[src/hdl/itoa_pkg.sv]
// Shared types, constants and character lookup for the integer to ASCII unit.
// No dependencies; imported by every module of the unit.
`timescale 1ns / 1ps

package itoa_pkg;

  localparam int VALUE_WIDTH_DEFAULT = 32;
  localparam int NUMBER_W            = 32;
  localparam int CHAR_W              = 7;

  // Depth of the queue between classifier and converter
  localparam int QUEUE_DEPTH = 2;
  localparam int QPTR_W      = $clog2(QUEUE_DEPTH);
  localparam int QCNT_W      = $clog2(QUEUE_DEPTH + 1);

  localparam logic [1:0] OP_UDEC = 2'd0;
  localparam logic [1:0] OP_SDEC = 2'd1;
  localparam logic [1:0] OP_LHEX = 2'd2;
  localparam logic [1:0] OP_UHEX = 2'd3;

  localparam logic [CHAR_W-1:0] CH_MINUS = 7'h2d;

  localparam logic [CHAR_W-1:0] LOWER_DIGITS [16] = '{
    7'h30, 7'h31, 7'h32, 7'h33, 7'h34, 7'h35, 7'h36, 7'h37,
    7'h38, 7'h39, 7'h61, 7'h62, 7'h63, 7'h64, 7'h65, 7'h66
  };
  localparam logic [CHAR_W-1:0] UPPER_DIGITS [16] = '{
    7'h30, 7'h31, 7'h32, 7'h33, 7'h34, 7'h35, 7'h36, 7'h37,
    7'h38, 7'h39, 7'h41, 7'h42, 7'h43, 7'h44, 7'h45, 7'h46
  };

  // Per-word control decoded by the front end
  typedef struct packed {
    logic neg;    // emit a leading minus
    logic hex;    // radix 16, else radix 10
    logic upper;  // upper-case hex letters
  } ctl_t;

  function automatic logic [CHAR_W-1:0] digit_char(input logic [3:0] d, input logic upper);
    digit_char = upper ? UPPER_DIGITS[d] : LOWER_DIGITS[d];
  endfunction

endpackage

[src/hdl/itoa_front.sv]
// Front end: masks or zero-extends the incoming value, decodes the mode and takes the magnitude.
// Depends on itoa_pkg.
`timescale 1ns / 1ps

module itoa_front #(
  parameter int VALUE_WIDTH = itoa_pkg::VALUE_WIDTH_DEFAULT
) (
  input  logic [1:0]                  op,
  input  logic [itoa_pkg::NUMBER_W-1:0] number,
  output itoa_pkg::ctl_t              ctl,
  output logic [VALUE_WIDTH-1:0]      mag
);
  import itoa_pkg::*;

  logic [VALUE_WIDTH-1:0] val;

  if (VALUE_WIDTH > NUMBER_W) begin : g_wide
    assign val = {{(VALUE_WIDTH - NUMBER_W){1'b0}}, number};
  end else begin : g_narrow
    assign val = number[VALUE_WIDTH-1:0];
  end

  always_comb begin
    ctl.neg   = (op == OP_SDEC) && val[VALUE_WIDTH-1];
    ctl.hex   = (op == OP_LHEX) || (op == OP_UHEX);
    ctl.upper = (op == OP_UHEX);
    // most negative value wraps onto itself: 2^(W-1) read unsigned
    mag = ctl.neg ? (~val + VALUE_WIDTH'(1)) : val;
  end

endmodule

[src/hdl/itoa_queue.sv]
// Short word queue between the front end and the converter.
// Depends on itoa_pkg.
`timescale 1ns / 1ps

module itoa_queue #(
  parameter int VALUE_WIDTH = itoa_pkg::VALUE_WIDTH_DEFAULT
) (
  input  logic                   clk,
  input  logic                   rst,
  input  logic                   wr_en,
  output logic                   full,
  input  itoa_pkg::ctl_t         wr_ctl,
  input  logic [VALUE_WIDTH-1:0] wr_mag,
  output logic                   q_empty,
  input  logic                   rd_en,
  output itoa_pkg::ctl_t         rd_ctl,
  output logic [VALUE_WIDTH-1:0] rd_mag
);
  import itoa_pkg::*;

  ctl_t                   ctl_q [QUEUE_DEPTH];
  logic [VALUE_WIDTH-1:0] mag_q [QUEUE_DEPTH];
  logic [QPTR_W-1:0]      wr_ptr;
  logic [QPTR_W-1:0]      rd_ptr;
  logic [QCNT_W-1:0]      count;
  logic                   do_wr;
  logic                   do_rd;

  assign full    = (count == QCNT_W'(QUEUE_DEPTH));
  assign q_empty = (count == '0);
  assign do_wr   = wr_en && !full;
  assign do_rd   = rd_en && !q_empty;
  assign rd_ctl  = ctl_q[rd_ptr];
  assign rd_mag  = mag_q[rd_ptr];

  always_ff @(posedge clk) begin
    if (rst) begin
      wr_ptr <= '0;
      rd_ptr <= '0;
      count  <= '0;
    end else begin
      if (do_wr) begin
        wr_ptr <= wr_ptr + 1'b1;
      end
      if (do_rd) begin
        rd_ptr <= rd_ptr + 1'b1;
      end
      if (do_wr && !do_rd) begin
        count <= count + 1'b1;
      end else if (do_rd && !do_wr) begin
        count <= count - 1'b1;
      end
    end
  end

  always_ff @(posedge clk) begin
    if (do_wr) begin
      ctl_q[wr_ptr] <= wr_ctl;
      mag_q[wr_ptr] <= wr_mag;
    end
  end

endmodule

[src/hdl/itoa_back.sv]
// Back end: bit-serial binary to BCD (or hex) conversion, then character output.
// Depends on itoa_pkg.
`timescale 1ns / 1ps

module itoa_back #(
  parameter int VALUE_WIDTH = itoa_pkg::VALUE_WIDTH_DEFAULT
) (
  input  logic                        clk,
  input  logic                        rst,
  input  logic                        q_empty,
  output logic                        q_pop,
  input  itoa_pkg::ctl_t              q_ctl,
  input  logic [VALUE_WIDTH-1:0]      q_mag,
  output logic                        empty,
  input  logic                        pop,
  output logic [itoa_pkg::CHAR_W-1:0] character,
  output logic                        last_char
);
  import itoa_pkg::*;

  // decimal digits needed for VALUE_WIDTH bits; always covers the hex digits too
  localparam int NDEC  = (VALUE_WIDTH * 301) / 1000 + 1;
  localparam int DIG_W = NDEC * 4;
  localparam int HI_W  = $clog2(NDEC);
  localparam int CNT_W = $clog2(VALUE_WIDTH);

  localparam logic [1:0] S_IDLE = 2'd0;
  localparam logic [1:0] S_CONV = 2'd1;
  localparam logic [1:0] S_SIGN = 2'd2;
  localparam logic [1:0] S_EMIT = 2'd3;

  logic [1:0]             state;
  ctl_t                   ctl;
  logic [VALUE_WIDTH-1:0] sh;
  logic [DIG_W-1:0]       dig;
  logic [HI_W-1:0]        hi;     // index of top nonzero digit
  logic [CNT_W-1:0]       cnt;
  logic                   ovalid;
  logic [CHAR_W-1:0]      ochar;
  logic                   olast;

  logic [DIG_W-1:0]  adj;
  logic [DIG_W-1:0]  shifted;
  logic [HI_W-1:0]   hi_inc;
  logic              hi_up;
  logic [3:0]        cur_dig;
  logic              out_free;
  logic              out_wr;
  logic [CHAR_W-1:0] out_char;
  logic              out_last;

  assign q_pop     = (state == S_IDLE) && !q_empty;
  assign out_free  = !ovalid || pop;
  assign empty     = !ovalid;
  assign character = ochar;
  assign last_char = olast;
  assign hi_inc    = hi + 1'b1;

  // add-3 correction on each BCD digit, skipped in hex mode
  always_comb begin
    for (int i = 0; i < NDEC; i++) begin
      adj[i*4 +: 4] = (!ctl.hex && dig[i*4 +: 4] >= 4'd5) ? dig[i*4 +: 4] + 4'd3
                                                         : dig[i*4 +: 4];
    end
    shifted = {adj[DIG_W-2:0], sh[VALUE_WIDTH-1]};
    // the top nonzero digit moves up by at most one per doubling
    hi_up = 1'b0;
    for (int i = 1; i < NDEC; i++) begin
      if (HI_W'(i) == hi_inc && shifted[i*4 +: 4] != 4'd0) begin
        hi_up = 1'b1;
      end
    end
    cur_dig = 4'd0;
    for (int i = 0; i < NDEC; i++) begin
      if (HI_W'(i) == hi) begin
        cur_dig = dig[i*4 +: 4];
      end
    end
  end

  always_comb begin
    out_wr   = 1'b0;
    out_char = CH_MINUS;
    out_last = 1'b0;
    case (state)
      S_SIGN: begin
        out_wr = out_free;
      end
      S_EMIT: begin
        out_wr   = out_free;
        out_char = digit_char(cur_dig, ctl.upper);
        out_last = (hi == '0);
      end
      default: begin
        out_wr = 1'b0;
      end
    endcase
  end

  always_ff @(posedge clk) begin
    if (rst) begin
      state  <= S_IDLE;
      ovalid <= 1'b0;
    end else begin
      case (state)
        S_IDLE: begin
          if (!q_empty) begin
            ctl   <= q_ctl;
            sh    <= q_mag;
            dig   <= '0;
            hi    <= '0;
            cnt   <= CNT_W'(VALUE_WIDTH - 1);
            state <= S_CONV;
          end
        end
        S_CONV: begin
          sh  <= {sh[VALUE_WIDTH-2:0], 1'b0};
          dig <= shifted;
          cnt <= cnt - 1'b1;
          if (hi_up) begin
            hi <= hi_inc;
          end
          if (cnt == '0) begin
            state <= ctl.neg ? S_SIGN : S_EMIT;
          end
        end
        S_SIGN: begin
          if (out_free) begin
            state <= S_EMIT;
          end
        end
        S_EMIT: begin
          if (out_free) begin
            if (hi == '0) begin
              state <= S_IDLE;
            end else begin
              hi <= hi - 1'b1;
            end
          end
        end
        default: begin
          state <= S_IDLE;
        end
      endcase

      if (out_wr) begin
        ovalid <= 1'b1;
        ochar  <= out_char;
        olast  <= out_last;
      end else if (pop) begin
        ovalid <= 1'b0;
      end
    end
  end

endmodule

[src/hdl/integer_to_ascii_digits_unit.sv]
// Top level of the integer to ASCII unit: front end, word queue, converter.
// Depends on itoa_pkg, itoa_front, itoa_queue and itoa_back.
`timescale 1ns / 1ps

// Converts one value per input word into its ASCII text, one character per
// output word, most significant digit first with no leading zeros, and
// last_char set on the final character. op selects unsigned decimal, signed
// decimal (a negative value gives '-' then its magnitude), lower-case hex or
// upper-case hex. Both sides are queues: push/full in, empty/pop out. A
// two-word queue sits between the classifier and the converter, so new
// words are taken while an earlier one is still being converted. The
// converter is bit-serial: it loads a word, shifts the value into a digit
// register one bit at a time (double dabble for decimal, plain shift for
// hex), then emits one character at a time, holding while the output
// register is full, and takes no new word until the last character of the
// previous one is written. That serial conversion loop sets the sustained
// rate. Values wider than the 32-bit number port are zero-extended; narrower
// widths use the low VALUE_WIDTH bits, whose top bit is the sign in signed
// mode.
module integer_to_ascii_digits_unit #(
  parameter int VALUE_WIDTH = itoa_pkg::VALUE_WIDTH_DEFAULT
) (
  input  logic                          clk,
  input  logic                          rst,
  input  logic                          push,
  output logic                          full,
  input  logic [1:0]                    op,
  input  logic [itoa_pkg::NUMBER_W-1:0] number,
  output logic                          empty,
  input  logic                          pop,
  output logic [itoa_pkg::CHAR_W-1:0]   character,
  output logic                          last_char
);
  import itoa_pkg::*;

  ctl_t                   f_ctl;
  logic [VALUE_WIDTH-1:0] f_mag;
  ctl_t                   q_ctl;
  logic [VALUE_WIDTH-1:0] q_mag;
  logic                   q_empty;
  logic                   q_pop;
  logic                   mid;   // characters of a number are partly delivered

  // classify the incoming word: sign, radix, letter case, magnitude
  itoa_front #(
    .VALUE_WIDTH(VALUE_WIDTH)
  ) u_front (
    .op     (op),
    .number (number),
    .ctl    (f_ctl),
    .mag    (f_mag)
  );

  // decouples acceptance from the serial converter
  itoa_queue #(
    .VALUE_WIDTH(VALUE_WIDTH)
  ) u_queue (
    .clk     (clk),
    .rst     (rst),
    .wr_en   (push),
    .full    (full),
    .wr_ctl  (f_ctl),
    .wr_mag  (f_mag),
    .q_empty (q_empty),
    .rd_en   (q_pop),
    .rd_ctl  (q_ctl),
    .rd_mag  (q_mag)
  );

  // convert and stream characters through a one-word output register
  itoa_back #(
    .VALUE_WIDTH(VALUE_WIDTH)
  ) u_back (
    .clk       (clk),
    .rst       (rst),
    .q_empty   (q_empty),
    .q_pop     (q_pop),
    .q_ctl     (q_ctl),
    .q_mag     (q_mag),
    .empty     (empty),
    .pop       (pop),
    .character (character),
    .last_char (last_char)
  );

  always_ff @(posedge clk) begin
    if (rst) begin
      mid <= 1'b0;
    end else if (pop && !empty) begin
      mid <= !last_char;
    end
  end

  // a minus sign is never the whole text
  a_minus_not_last: assert property (@(posedge clk) disable iff (rst)
    (!empty && character == CH_MINUS) |-> !last_char)
    else $error("minus sign flagged as last character");

  // a minus sign only opens a number
  a_minus_first: assert property (@(posedge clk) disable iff (rst)
    (pop && !empty && character == CH_MINUS) |-> !mid)
    else $error("minus sign inside a number");

  // the queue only fills through an accepted word
  a_full_after_push: assert property (@(posedge clk) disable iff (rst)
    $rose(full) |-> $past(push && !full))
    else $error("queue filled without an accepted word");

endmodule
[config.mk]
export PLATFORM = sky130hd
export DESIGN_NAME = integer_to_ascii_digits_unit
export DESIGN_NICKNAME = d
export VERILOG_FILES = /design/src/hdl/itoa_pkg.sv /design/src/hdl/itoa_front.sv /design/src/hdl/itoa_queue.sv /design/src/hdl/itoa_back.sv /design/src/hdl/integer_to_ascii_digits_unit.sv
export SDC_FILE = /design/constraint.sdc
export NUM_CORES = 1
export LEC_CHECK = 0
export BUFFER_PORTS_ARGS = -buffer_cell sky130_fd_sc_hd__buf_2
export CORE_UTILIZATION = 40
export DETAILED_ROUTE_END_ITERATION = 8
export PLACE_DENSITY = 0.54
export SLEW_MARGIN = 20
export SYNTH_ARGS = -nofsm -noshare
export SYNTH_HDL_FRONTEND = slang
export SYNTH_SLANG_ARGS = --single-unit
[constraint.sdc]
create_clock -name clk -period 11.2 [get_ports clk]
set_clock_uncertainty 0.15 [all_clocks]
set_input_delay 1.68 -clock clk [delete_from_list [all_inputs] [get_ports clk]]
set_output_delay 1.68 -clock clk [all_outputs]
set_load 0.05 [all_outputs]
; Yosys cells after proc, flatten, opt, wreduce, memory -nomap -nowiden
; Memory sizes are Yosys's and may differ from the RTL's. A register that Yosys moved wholly into a read port is not among the register bits.
; Cells that the tools add are included.
[totals]
memories = 4
inputBits = 38
rom_bits = 224
word_cells = 198
reg_bits = 96
ram_bits = 70
[memory_table]
columns = name, depth, word_bits, rd, rd_clocked_by_memory_dff, wr, line
row1 = (no name shown), 16, 7, 1, 0, 0, itoa_pkg.sv:40  ; digit_char = upper ? UPPER_DIGITS[d] : LOWER_DIGITS[d];
row2 = (no name shown), 16, 7, 1, 0, 0, itoa_pkg.sv:40
row3 = u_queue.mag_q, 2, 32, 1, 1, 1, itoa_queue.sv:22  ; logic [VALUE_WIDTH-1:0] mag_q [QUEUE_DEPTH];
row4 = u_queue.ctl_q, 2, 3, 1, 1, 1, itoa_queue.sv:21  ; ctl_t ctl_q [QUEUE_DEPTH];
[classes]
n_lt_le_gt_ge = 11
n_eq_ne = 32
bitwise_logic = 4
addsub = 18
mux = 62
n_reduce_logical = 56
[ops]
columns = operator, n
row1 = $mux 4, 23
row2 = $pmux 40 s2, 1
row3 = $mux 32, 2
row4 = $pmux 32 s2, 1
row5 = $ge 4x3->1 const B, 10
row6 = $mux 40, 1
row7 = $add 4x2->4 const B, 9
row8 = $reduce_bool 4->1, 9
row9 = $mux 7, 5
row10 = $add 32x1->32 const B, 1
row11 = $eq 3x4->1 const A, 8
row12 = $not 32->32, 1
row13 = $logic_and 1x1->1, 25
row14 = $mux 1, 17
row15 = $eq 2x4->1 const A, 4
row16 = $eq 4x4->1 const A, 4
row17 = $mux 2, 7
row18 = $pmux 4 s3, 1
row19 = $eq 2x2->1 const B, 5
row20 = $ne 2x1->1 const B, 5
row21 = $pmux 5 s2, 1
row22 = $eq 1x4->1 const A, 2
row23 = $pmux 2 s4, 1
row24 = $logic_not 1->1, 6
row25 = 25 further kinds, 34

; Logic depth before layout (Yosys ltp)
; Gate-level depths: netlist of the first run.
[depth]
word_depth = 16
mapped_depth = 12
mapped_depth_nobuf = 10

; By module
; Synthesis of the first run repeated with hierarchy kept, for this count alone.
[hier_totals]
cells_unflattened = 814
hier_area_um2 = 9472.8
[by_module_without_submodules]
columns = module, area_per_inst_um2, seq_area_each_um2, cells_per_inst, instances
row1 = itoa_back, 5938.2, 2822.7, 560, 1
row2 = itoa_queue, 2733.9, 2202.1, 134, 1
row3 = itoa_front, 800.8, 0.0, 120, 1

; Least setup slack after synthesis of the first run
; OpenSTA, ideal clock, no wires.
[synth_path]
path_type = input port to flip-flop
startpoint = input port rst
endpoint = register u_back.cnt[0], enable pin
required_time_ps = 10423
setup_time_ps = 627
path_stages = 2
path_slack_ps = 2874
arrival_time_ps = 7549
cell_sequence = clkbuf_1 a211oi_1
[synth_between]
elab_chain_len = 2
[synth_lines]
columns = item, line
row1 = start: declaration, integer_to_ascii_digits_unit.sv:24  ; input logic rst,
row2 = $not 1->1 (no source line), n/a
row3 = $reduce_and 3->1 (no source line), n/a
row4 = end signal: assignment, itoa_back.sv:112  ; cnt <= CNT_W'(VALUE_WIDTH - 1);
row5 = end signal: assignment, itoa_back.sv:119  ; cnt <= cnt - 1'b1;
row6 = end: declaration, itoa_back.sv:37  ; logic [CNT_W-1:0] cnt;
; Every way passes these cells.
; A chain may end at the register's enable or synchronous reset.

; Final worst setup path of the first run
[layout_path]
startpoint = input port rst
endpoint = register u_back.dig[4], enable pin
[layout_between]
elab_chain_len = 2
[layout_lines]
columns = item, line
row1 = $not 1->1 (no source line), n/a
row2 = $reduce_and 3->1 (no source line), n/a
row3 = end signal: assignment, itoa_back.sv:118  ; dig <= shifted;
row4 = end: declaration, itoa_back.sv:35  ; logic [DIG_W-1:0] dig;
; Every way passes these cells.

==> run metrics, run 1 <==
share of the synthesized area in the top cell type 52.7%; top layer used by detailed routing met4; Overall Global Routing Usage 16.3%; Fin Setup TNS 0 ps; setup bufs post-CTS 0; synth top area cells edfxtp_1, mux2i_1, ha_1; cells after synthesis 828; dominant register cell in the synthesized netlist edfxtp_1; Top Ports 48; maximum VDD drop 0.130 mV; critical path class in2reg; CTS tree yes; Die Ht 154 µm; Antenna Nets Post-Route 0; Crit-path slowest cell buf_4; Worst-path clk slew 70 ps; mux share of post-synthesis cell area 6.35%; CTS Sinks 170; Crit Path Max Fanout 63; crit-path leading delay family buffers and inverters; Final Hold Fails 0; Die X 154 µm; row count 55; fmax 0.292 GHz; cell taking the most area after synthesis edfxtp_1; DR WL met3 584 µm; period utilisation layout 30.6%; initial antenna violation count 0; Root Buffer clkbuf_16; Rel. slew slack 29.6%; Post-Synth Adder-Cell Area 4.48%; layout cells sized above 1 13.2%; Max Slew Vio Count 0; Layout area overhead 12.0%; placer's final routability congestion estimate 0.780; M1 wire length 8750 µm; RSZ-0062 raised after global routing false; element type at the critical path end flip-flop; via count 6079; Num CTS Buffers 17; DR iter-0 viols 331; crit path cell chain buf_2 > a211oi_4 > buf_4; fin nets 936; TritonRoute pass-1 iters 4; simple-gate portion of the synthesized area 13.4%; Least-Margin Pin Slew 1060 ps; Synth cell types 76; Core ar. 22600 µm²; # resized after CTS 0; Die ar. 23700 µm²; post-DR vias/cell 5.23; register area share after synthesis 54.5%; Worst Setup Start Kind input port; Post-Synth XOR/XNOR Area 4.84%; Pwr Density 260 nW/µm²; # H-tree levels 4; synth warn 0; post-synth net total 899; max-cap violation count 0; WP data required 11100 ps; largest buffer count on any clock path 2; Diodes inserted 0; largest family of logic cells by synthesized area simple AND/OR/NAND/NOR gates; WP buf/inv 2; final setup fails 0; Hold Path Class reg2reg; first-pass GRT wire length 30400 µm; slowest cell delay on critical path 790 ps; DRT Wirelength 18400 µm; post-synthesis compound-gate area fraction 12.7%; met2 routed WL 8770 µm; hold buffers post-CTS 0; IO buf count 47; Syn Area/Cell 11.1 µm²; number of remaining DRC errors 0; Syn Std Cell Area 9220 µm²; LEAKAGE 3.73 nW; Tmin final 3430 ps; largest net degree at the start of global routing 72; #FFs+latches synth 170; vias in the first global route 5985; CP arrival 3330 ps; total power 2.68 mW; DR WL/cell 15.8 µm; DP HPWL 12500 µm; Starting Density 40.7%; status finished clean; grt ovf 0; Post-synth EDFFs 162; later-pin clock latency in the skew report 430 ps; Post-synth ARST share 0%
[layout make-up]
| class | count | area, µm² |
|---|---|---|
| Fill cell | 2082 | 12300 |
| Sequential cell | 170 | 5030 |
| Multi-Input combinational cell | 573 | 3880 |
| Clock buffer | 17 | 425 |
| Tap cell | 285 | 357 |
| Timing Repair Buffer | 53 | 293 |
| Inverter | 50 | 188 |
| Clock inverter | 15 | 153 |
[cells by family (layout without fill, tap and decap cells)]
| group | after synthesis | count (layout) |
|---|---|---|
| simple gates | 252 | 252 |
| compound gates | 179 | 179 |
| flops | 170 | 170 |
| buf+inv | 85 | 135 |
| mux | 58 | 58 |
| xor+xnor | 51 | 51 |
| fa+ha+maj | 33 | 33 |
[state kept, by name (all words and copies together), names as in the netlist, 2 cells and up, named ones only]
register          count
u_queue.ctl_q         6
u_back.hi             4
u_queue.mag_q        64
u_queue.count         2
u_back.state          2
u_back.character      7
u_back.cnt            5
u_back.dig           40
u_back.sh            32
u_back.ctl            3
[path summary, 6_finish.rpt]
kind                         startpoint  cells past startpoint  slack, ps                           endpoint
max                                 rst                      3       7770        u_back.dig[4]$_SDFFCE_PN0P_
min          u_back.ovalid$_SDFFE_PP0P_                      2        360         u_back.ovalid$_SDFFE_PP0P_
max reg2reg      u_back.hi[0]$_DFFE_PP_                     10       8030  u_back.character[0]$_SDFFCE_PN1P_
min reg2reg  u_back.ovalid$_SDFFE_PP0P_                      2        360         u_back.ovalid$_SDFFE_PP0P_
[report_power, final]
part / switching [mW] / internal (mW) / leakage, nW
sequential: 0.156 / 0.971 / 1.57
combinational: 0.613 / 0.366 / 1.88
clock: 0.278 / 0.297 / 0.281
[cell usage after synthesis (all sizes together) (2+ instances only)]
| library cell | n |
|---|---|
| o41ai | 3 |
| and3 | 5 |
| and2 | 7 |
| o22ai | 2 |
| nor2 | 91 |
| inv | 50 |
| clkbuf | 17 |
| buf | 18 |
| a221oi | 3 |
| or3 | 5 |
| nand3 | 5 |
| or4 | 2 |
| or2 | 2 |
| a32oi | 2 |
| a311oi | 2 |
| a21o | 5 |
| ha | 33 |
| nand2b | 15 |
| o211ai | 7 |
| o2bb2ai | 4 |
| nand2 | 69 |
| a211oi | 16 |
| mux2 | 4 |
| nor3 | 12 |
| a21oi | 48 |
| nor4 | 3 |
| nor3b | 3 |
| a31oi | 9 |
| and3b | 2 |
| xnor2 | 28 |
| o31ai | 7 |
| dfxtp | 8 |
| edfxtp | 162 |
| nor2b | 21 |
| o21ai | 56 |
| xor2 | 23 |
| mux2i | 54 |
| o2111ai | 2 |
| nand3b | 7 |
| a2111oi | 2 |
[placed cells by master (no fill, tap or decap), types with 4 or more instances in the layout]
master	Yosys	final
o21ai_0	54	54
mux2_2	4	4
and3_1	5	5
a211oi_1	14	13
a21oi_1	47	47
nand3_1	4	4
mux2i_1	54	54
and2_1	6	6
nand3b_1	7	7
nand2b_1	14	14
dfxtp_1	8	7
inv_8	0	5
nor2b_1	20	20
xor2_1	23	23
xnor2_1	28	28
a31oi_1	9	9
o211ai_1	7	7
nor2_1	91	90
edfxtp_1	162	162
clkbuf_16	0	17
a21o_1	5	5
buf_2	9	47
inv_1	49	49
buf_4	1	5
ha_1	33	32
nand2_1	69	69
o31ai_1	4	4
nor3_1	10	9
[stage by stage]
stage | std cells | utilization [%] | worst slack (ps) | instance area [µm²] | hold WS (ps)
floorplan | 828 | - | 2870 | 9220 | 320
global placement | 1130 | 42.9 | 7280 | 9720 | 350
detailed placement | 1130 | 42.9 | 7290 | 9720 | 342
CTS | 1162 | 45.5 | 7750 | 10300 | 351
global route | 1163 | 45.6 | 7540 | 10300 | 388
finish | 1163 | 45.6 | 7770 | 10300 | 357
[worst register-to-register path, delay by kind of cell (launching register included)]
| kind | cells | cell delay, ps |
|---|---|---|
| AOI/OAI and AO/OA | 4 | 920 |
| adders and majority gates | 2 | 810 |
| buffers and inverters | 3 | 480 |
| DFF | 1 | 520 |
| muxes | 1 | 60 |
[metal layers]
| metal | GRT usage, % | up-vias |
|---|---|---|
| li1 | - | 3067 |
| met1 | 21.3 | 2899 |
| met2 | 27.1 | 95 |
| met3 | 3.27 | 18 |
| met4 | 5.43 | 0 |
| met5 | 0 | - |
Note: power is estimated with default switching activity, not from simulation.
==> run 2, diff against run 1 <==
PLACE_DENSITY = 0.56   (was 0.54)
clock period = 2.8 ns   (was 11.2 ns; I/O delays follow)
==> run 2 against run 1 <==
  * Critical endpoint is now u_back.character[0]$_SDFFCE_PN1P_
  * Die area did not move
  * Non-clock buffer count up 44
  * Critical path type is now reg2reg
  * Flip-flop and latch count unchanged
  * Global-route usage is 0.50 points higher
  * Cell count grew 3.8%
  * Hold slack got worse by 280 ps
==> run metrics, run 2 (synthesis results as in run 1) <==
Tmin final 2680 ps; Worst Setup Start Kind flip-flop (was input port); later-pin clock latency in the skew report 440 ps (was 430 ps); Finished Cell Area 10800 µm² (was 10300 µm²); status finished clean (unchanged); commonest non-fill, non-tap cell in the layout edfxtp_1 (unchanged); DP HPWL 13000 µm (was 12500 µm); Rel. slew slack 63.1% (was 29.6%); largest net degree at the start of global routing 78 (was 72); Pwr Density 1050 nW/µm² (was 260 nW/µm²); maximum VDD drop 0.424 mV (was 0.130 mV); post-DR vias/cell 5.23 (about the same); layout cells sized above 1 18.3% (was 13.2%); worst r2r path cells 11 (was 10); hold buffers post-CTS 0 (unchanged); DR WL/cell 15.7 µm (was 15.8 µm); Most flops, register u_queue.mag_q (unchanged); final setup fails 0 (unchanged); Crit Path Max Fanout 11 (was 63); Num CTS Buffers 17 (unchanged); Fin Setup TNS 0 ps (unchanged); number of remaining DRC errors 0 (unchanged); Die ar. 23700 µm² (unchanged); CP arrival 2720 ps (was 3330 ps); grt ovf 0 (unchanged); TritonRoute pass-1 iters 5 (was 4); reg-to-reg critical path startpoint u_back.hi[0]$_DFFE_PP_ (unchanged); Hold Path Class in2reg (was reg2reg); Final Hold Fails 0 (unchanged); Diodes inserted 0 (unchanged); top flop regs u_queue.mag_q x64, u_back.dig x40, u_back.sh x32 (unchanged); fin nets 980 (was 936); CTS tree yes (unchanged); largest buffer count on any clock path 2 (unchanged); max-cap violation count 0 (unchanged); initial antenna violation count 0 (unchanged); Worst R2R End u_back.character[0]$_SDFFCE_PN1P_ (unchanged); Max Slew Vio Count 0 (unchanged); critical path class reg2reg (was in2reg); max reg flops 64 (unchanged); period utilisation layout 95.6%; placer's final routability congestion estimate 0.862 (was 0.780); most frequent cells in the layout edfxtp_1, nor2_1, nand2_1 (unchanged); hold depth 1 (was 2); Overall Global Routing Usage 16.8% (was 16.3%); DP Area 10100 µm² (was 9720 µm²); Least-Margin Pin Slew 552 ps (was 1060 ps); Root Buffer clkbuf_16 (unchanged); vias in the first global route 6240 (was 5985); first-pass GRT wire length 31200 µm (was 30400 µm); Die X 154 µm (unchanged); Core ar. 22600 µm² (unchanged); WP data required 2850 ps (was 11100 ps); Starting Density 40.7% (unchanged); element type at the critical path end flip-flop (unchanged); Worst-path clk slew 70 ps (about the same); Worst Setup SP u_back.hi[0]$_DFFE_PP_ (was rst); row count 55 (unchanged); DRT Wirelength 19000 µm (was 18400 µm); r2r setup slk 120 ps (was 8030 ps); fmax 0.373 GHz; total power 11.3 mW (was 2.68 mW); worst setup path endpoint u_back.character[0]$_SDFFCE_PN1P_ (was u_back.dig[4]$_SDFFCE_PN0P_); CTS Sinks 170 (unchanged); Top Ports 48 (unchanged); Layout area overhead 16.7% (was 12.0%); # H-tree levels 4 (unchanged); DR iter-0 viols 518 (was 331); LEAKAGE 3.97 nW (was 3.73 nW); IO buf count 47 (unchanged); Antenna Nets Post-Route 0 (unchanged); Die Ht 154 µm (unchanged); via count 6309 (was 6079)
[run 2: cell types whose count changed in the layout (fill, tap and decap cells not counted), moves of 2 or more]
cell      before  now
a211oi_2       1    3
dfxtp_2        1    3
buf_4          5   47
dfxtp_1        7    5
buf_12         1    3
ha_4           0    3
a211oi_1      13   11
ha_1          32   29
[run 2: through the flow]
stage                     utilization, %  std cells  hold slack, ps  worst slack, ps
after floorplan                        -        828             320             -581
after global placement              44.6       1173             355             -150
after detailed placement            44.6       1173             360             -219
after CTS                           47.3       1205            59.8             47.9
after global routing                47.5       1207            82.6            -13.8
final                               47.5       1207            81.0              122
[run 2: repair_timing]
| item | 4_1_cts | 5_1_grt |
|---|---|---|
| pin swaps | 1 | 0 |
| buffers inserted | 0 | 2 |
| endpoints found under the hold margin | 0 | 0 |
| endpoints found under the setup margin | 4 | 8 |
| resized for setup | 1 | 6 |
[run 2: how the worst min path moves through the flow]
| stage | endpoint | startpoint |
|---|---|---|
| floorplan | u_back.ovalid$_SDFFE_PP0P_ | u_back.ovalid$_SDFFE_PP0P_ |
| global placement | u_queue.count[1]$_SDFFE_PP0P_ | u_queue.count[1]$_SDFFE_PP0P_ |
| detailed placement | u_back.sh[4]$_DFFE_PP_ | u_back.sh[3]$_DFFE_PP_ |
| CTS | u_queue.mag_q[0][0]$_DFFE_PP_ | number[0] |
| global route | u_queue.mag_q[1][0]$_DFFE_PP_ | number[0] |
| finish | u_queue.mag_q[1][0]$_DFFE_PP_ | number[0] |
[run 2: final cells by class]
class                   instances  area, µm²
multi-input cells             573       3940
flip-flops and latches        170       5030
clock buffers                  17        425
fillers                      2036      11900
well taps                     285        357
clock inverters                15        176
inverters                      50        188
repair buffers                 97        648
[run 2: routing by layer]
metal / global-route usage (%) / wire, µm / vias to the layer above / part of all wire (%)
met4: 5.52 / 319 / 0 / 1.7
met3: 3.47 / 677 / 25 / 3.6
li1: - / - / 3154 / -
met2: 28.5 / 9190 / 119 / 48
met1: 21.4 / 8780 / 3011 / 46
met5: 0 / 0 / - / 0
[run 2: power by group]
part / leakage, nW / internal, mW / total, mW / switching (mW)
registers: 1.57 / 3.88 / 4.36 / 0.482
clock network: 0.293 / 1.28 / 2.39 / 1.11
logic: 2.11 / 1.84 / 4.58 / 2.75
[run 2: worst max-delay path: stages (launching register included)]
cell and delay [ps]:
edfxtp_1 490, inv_1 190, ha_1 230, buf_4 190, nor2_1 70, a311oi_2 260, a211oi_2 90, a21o_1 200
ha_1 270, inv_1 70, mux2i_1 60, a21o_1 180
==> run 3, diff against run 2 <==
BUFFER_PORTS_ARGS = -buffer_cell sky130_fd_sc_hd__buf_4   (was -buffer_cell sky130_fd_sc_hd__buf_2)
SLEW_MARGIN = 25   (was 20)
==> run 3 against run 2 <==
  * Utilization is 0.70 points higher
  * Critical path depth stayed put
  * Non-clock buffer count is 2 higher
  * Clock-buffer cell count stayed put
  * Sequential power hardly changed
  * Setup slack better by 26 ps
  * Wire length is 0.25% lower
  * Register-to-register slack better by 30 ps
  * Maximum frequency is 0.97% higher
  * Highest routed layer unchanged
==> run metrics, run 3 (synthesis results as in run 1) <==
post-DR vias/cell 5.16 (was 5.23); commonest non-fill, non-tap cell in the layout edfxtp_1 (unchanged); Final Hold Fails 0 (unchanged); Pwr Density 1050 nW/µm² (about the same); post-place setup slack -162 ps (was -219 ps); IO buf count 47 (unchanged); worst r2r path cells 11 (unchanged); CTS tree yes (unchanged); DRT Wirelength 18900 µm (was 19000 µm); WP data required 2840 ps (was 2850 ps); DR WL/cell 15.7 µm (about the same); Max Slew Vio Count 0 (unchanged); total power 11.5 mW (was 11.3 mW); r2r setup slk 150 ps (was 120 ps); Antenna Nets Post-Route 0 (unchanged); DR iter-0 viols 481 (was 518); Overall Global Routing Usage 16.7% (was 16.8%); first-pass GRT wire length 31100 µm (was 31200 µm); setup ws final 148 ps (was 122 ps); period utilisation layout 94.7% (was 95.6%); CP arrival 2690 ps (was 2720 ps); most frequent cells in the layout edfxtp_1, buf_4, nor2_1 (was edfxtp_1, nor2_1, nand2_1); WHS 69.0 ps (was 81.0 ps); fin util 48.2% (was 47.5%); # H-tree levels 4 (unchanged); max-cap violation count 0 (unchanged); Die Ht 154 µm (unchanged); Top Ports 48 (unchanged); final std cells w/o fill 1209 (was 1207); largest net degree at the start of global routing 78 (unchanged); row count 55 (unchanged); Rel. slew slack 61.9% (was 63.1%); via count 6244 (was 6309); element type at the critical path end flip-flop (unchanged); Root Buffer clkbuf_16 (unchanged); Hold Path Class in2reg (unchanged); WHS Endpoint u_queue.mag_q[1][0]$_DFFE_PP_ (unchanged); Sequential Power Share 38.1% (was 38.5%); LEAKAGE 4.04 nW (was 3.97 nW); Num CTS Buffers 17 (unchanged); Crit Path Max Fanout 11 (unchanged); grt ovf 0 (unchanged); top flop regs u_queue.mag_q x64, u_back.dig x40, u_back.sh x32 (unchanged); clock power share 21.7% (was 21.1%); fin nets 982 (was 980); max reg flops 64 (unchanged); Least-Margin Pin Slew 571 ps (was 552 ps); Diodes inserted 0 (unchanged); later-pin clock latency in the skew report 430 ps (was 440 ps); fmax 0.377 GHz (was 0.373 GHz); Die X 154 µm (unchanged); final setup fails 0 (unchanged); DP HPWL 13100 µm (was 13000 µm); reg-to-reg critical path startpoint u_back.hi[0]$_DFFE_PP_ (unchanged); Worst-path clk slew 80 ps (was 70 ps); vias in the first global route 6223 (was 6240); TritonRoute pass-1 iters 4 (was 5); critical path class reg2reg (unchanged); Sw Share 38.3% (about the same); dpl cells 1176 (was 1173); Worst Setup Start Kind flip-flop (unchanged); initial antenna violation count 0 (unchanged); placer's final routability congestion estimate 0.864 (was 0.862); Die ar. 23700 µm² (unchanged); Most flops, register u_queue.mag_q (unchanged); Layout area overhead 18.4% (was 16.7%); Core ar. 22600 µm² (unchanged); Starting Density 40.7% (unchanged); number of remaining DRC errors 0 (unchanged); status finished clean (unchanged); Worst R2R End u_back.character[0]$_SDFFCE_PN1P_ (unchanged); layout cells sized above 1 18.6% (was 18.3%); Pint 7.07 mW (was 7.00 mW); combinational power share 40.2% (was 40.4%); largest buffer count on any clock path 2 (unchanged); Psw 4.39 mW (was 4.34 mW); CTS Sinks 170 (unchanged); maximum VDD drop 0.452 mV (was 0.424 mV); hold depth 1 (unchanged); Tmin final 2650 ps (was 2680 ps); Hold Path Origin number[0] (unchanged)
## run 3: power by group through the flow
stage / registers, mW / logic, mW / clock network (mW)
final: 4.37 / 4.61 / 2.49
after global routing: 4.46 / 5.15 / 2.65
after CTS: 4.37 / 4.62 / 2.55
after detailed placement: 4.42 / 4.59 / 0
after global placement: 4.41 / 4.58 / 0
after floorplan: 4.35 / 3.17 / 0
## run 3: metal layers
layer	GRT usage, %	wire length, µm
met1	21.5	8890
met2	28.9	9220
met3	2.37	546
met4	5.76	263
met5	0	0
## run 3: area by class of cell
type,instances,area [µm²]
clock buffer,17,425
timing repair buffer,99,781
clock inverter,15,218
sequential,170,5030
inverter,50,188
multi-input combinational,573,3930
fill,2025,11700
tap,285,357
## run 3: worst max-delay path, cell delays in order, from the launching register on
cell and delay (ps):
edfxtp_1 450, inv_1 170, ha_1 240, buf_4 190, nor2_1 50, a311oi_1 250, a211oi_1 110, a21o_1 200
ha_1 270, inv_1 70, mux2i_1 60, a21o_1 190
## run 3: repair_timing
item                                   in CTS  in global routing
setup endpoints to repair                   5                  5
setup buffers                               0                  1
gates resized for setup                     2                  4
hold buffers                                0                  0
pin swaps                                   0                  1
endpoints found under the hold margin       0                  0
## run 3: through the flow
| step | TNS, ps | instance area [µm²] |
|---|---|---|
| 2_1_floorplan | -44740 | 9280 |
| 3_3_place_gp | -372 | 10200 |
| 3_5_place_dp | -651 | 10200 |
| 4_1_cts | 0 | 10900 |
| 5_1_grt | -14.5 | 10900 |
| 6_report | 0 | 10900 |
## run 3: worst max path at each step
stage | start | end | slack, ps | cells after the start
final | u_back.hi[0]$_DFFE_PP_ | u_back.character[0]$_SDFFCE_PN1P_ | 150 | 11
after global routing | u_back.hi[0]$_DFFE_PP_ | u_back.character[0]$_SDFFCE_PN1P_ | -10 | 11
after CTS | u_back.hi[0]$_DFFE_PP_ | u_back.character[0]$_SDFFCE_PN1P_ | 130 | 10
after detailed placement | u_back.hi[0]$_DFFE_PP_ | u_back.hi[3]$_DFFE_PP_ | -160 | 7
after global placement | u_back.hi[0]$_DFFE_PP_ | u_back.hi[3]$_DFFE_PP_ | -90 | 7
after floorplan | u_back.state[1]$_SDFFE_PP0P_ | u_back.cnt[0]$_SDFFCE_PN1P_ | -580 | 6
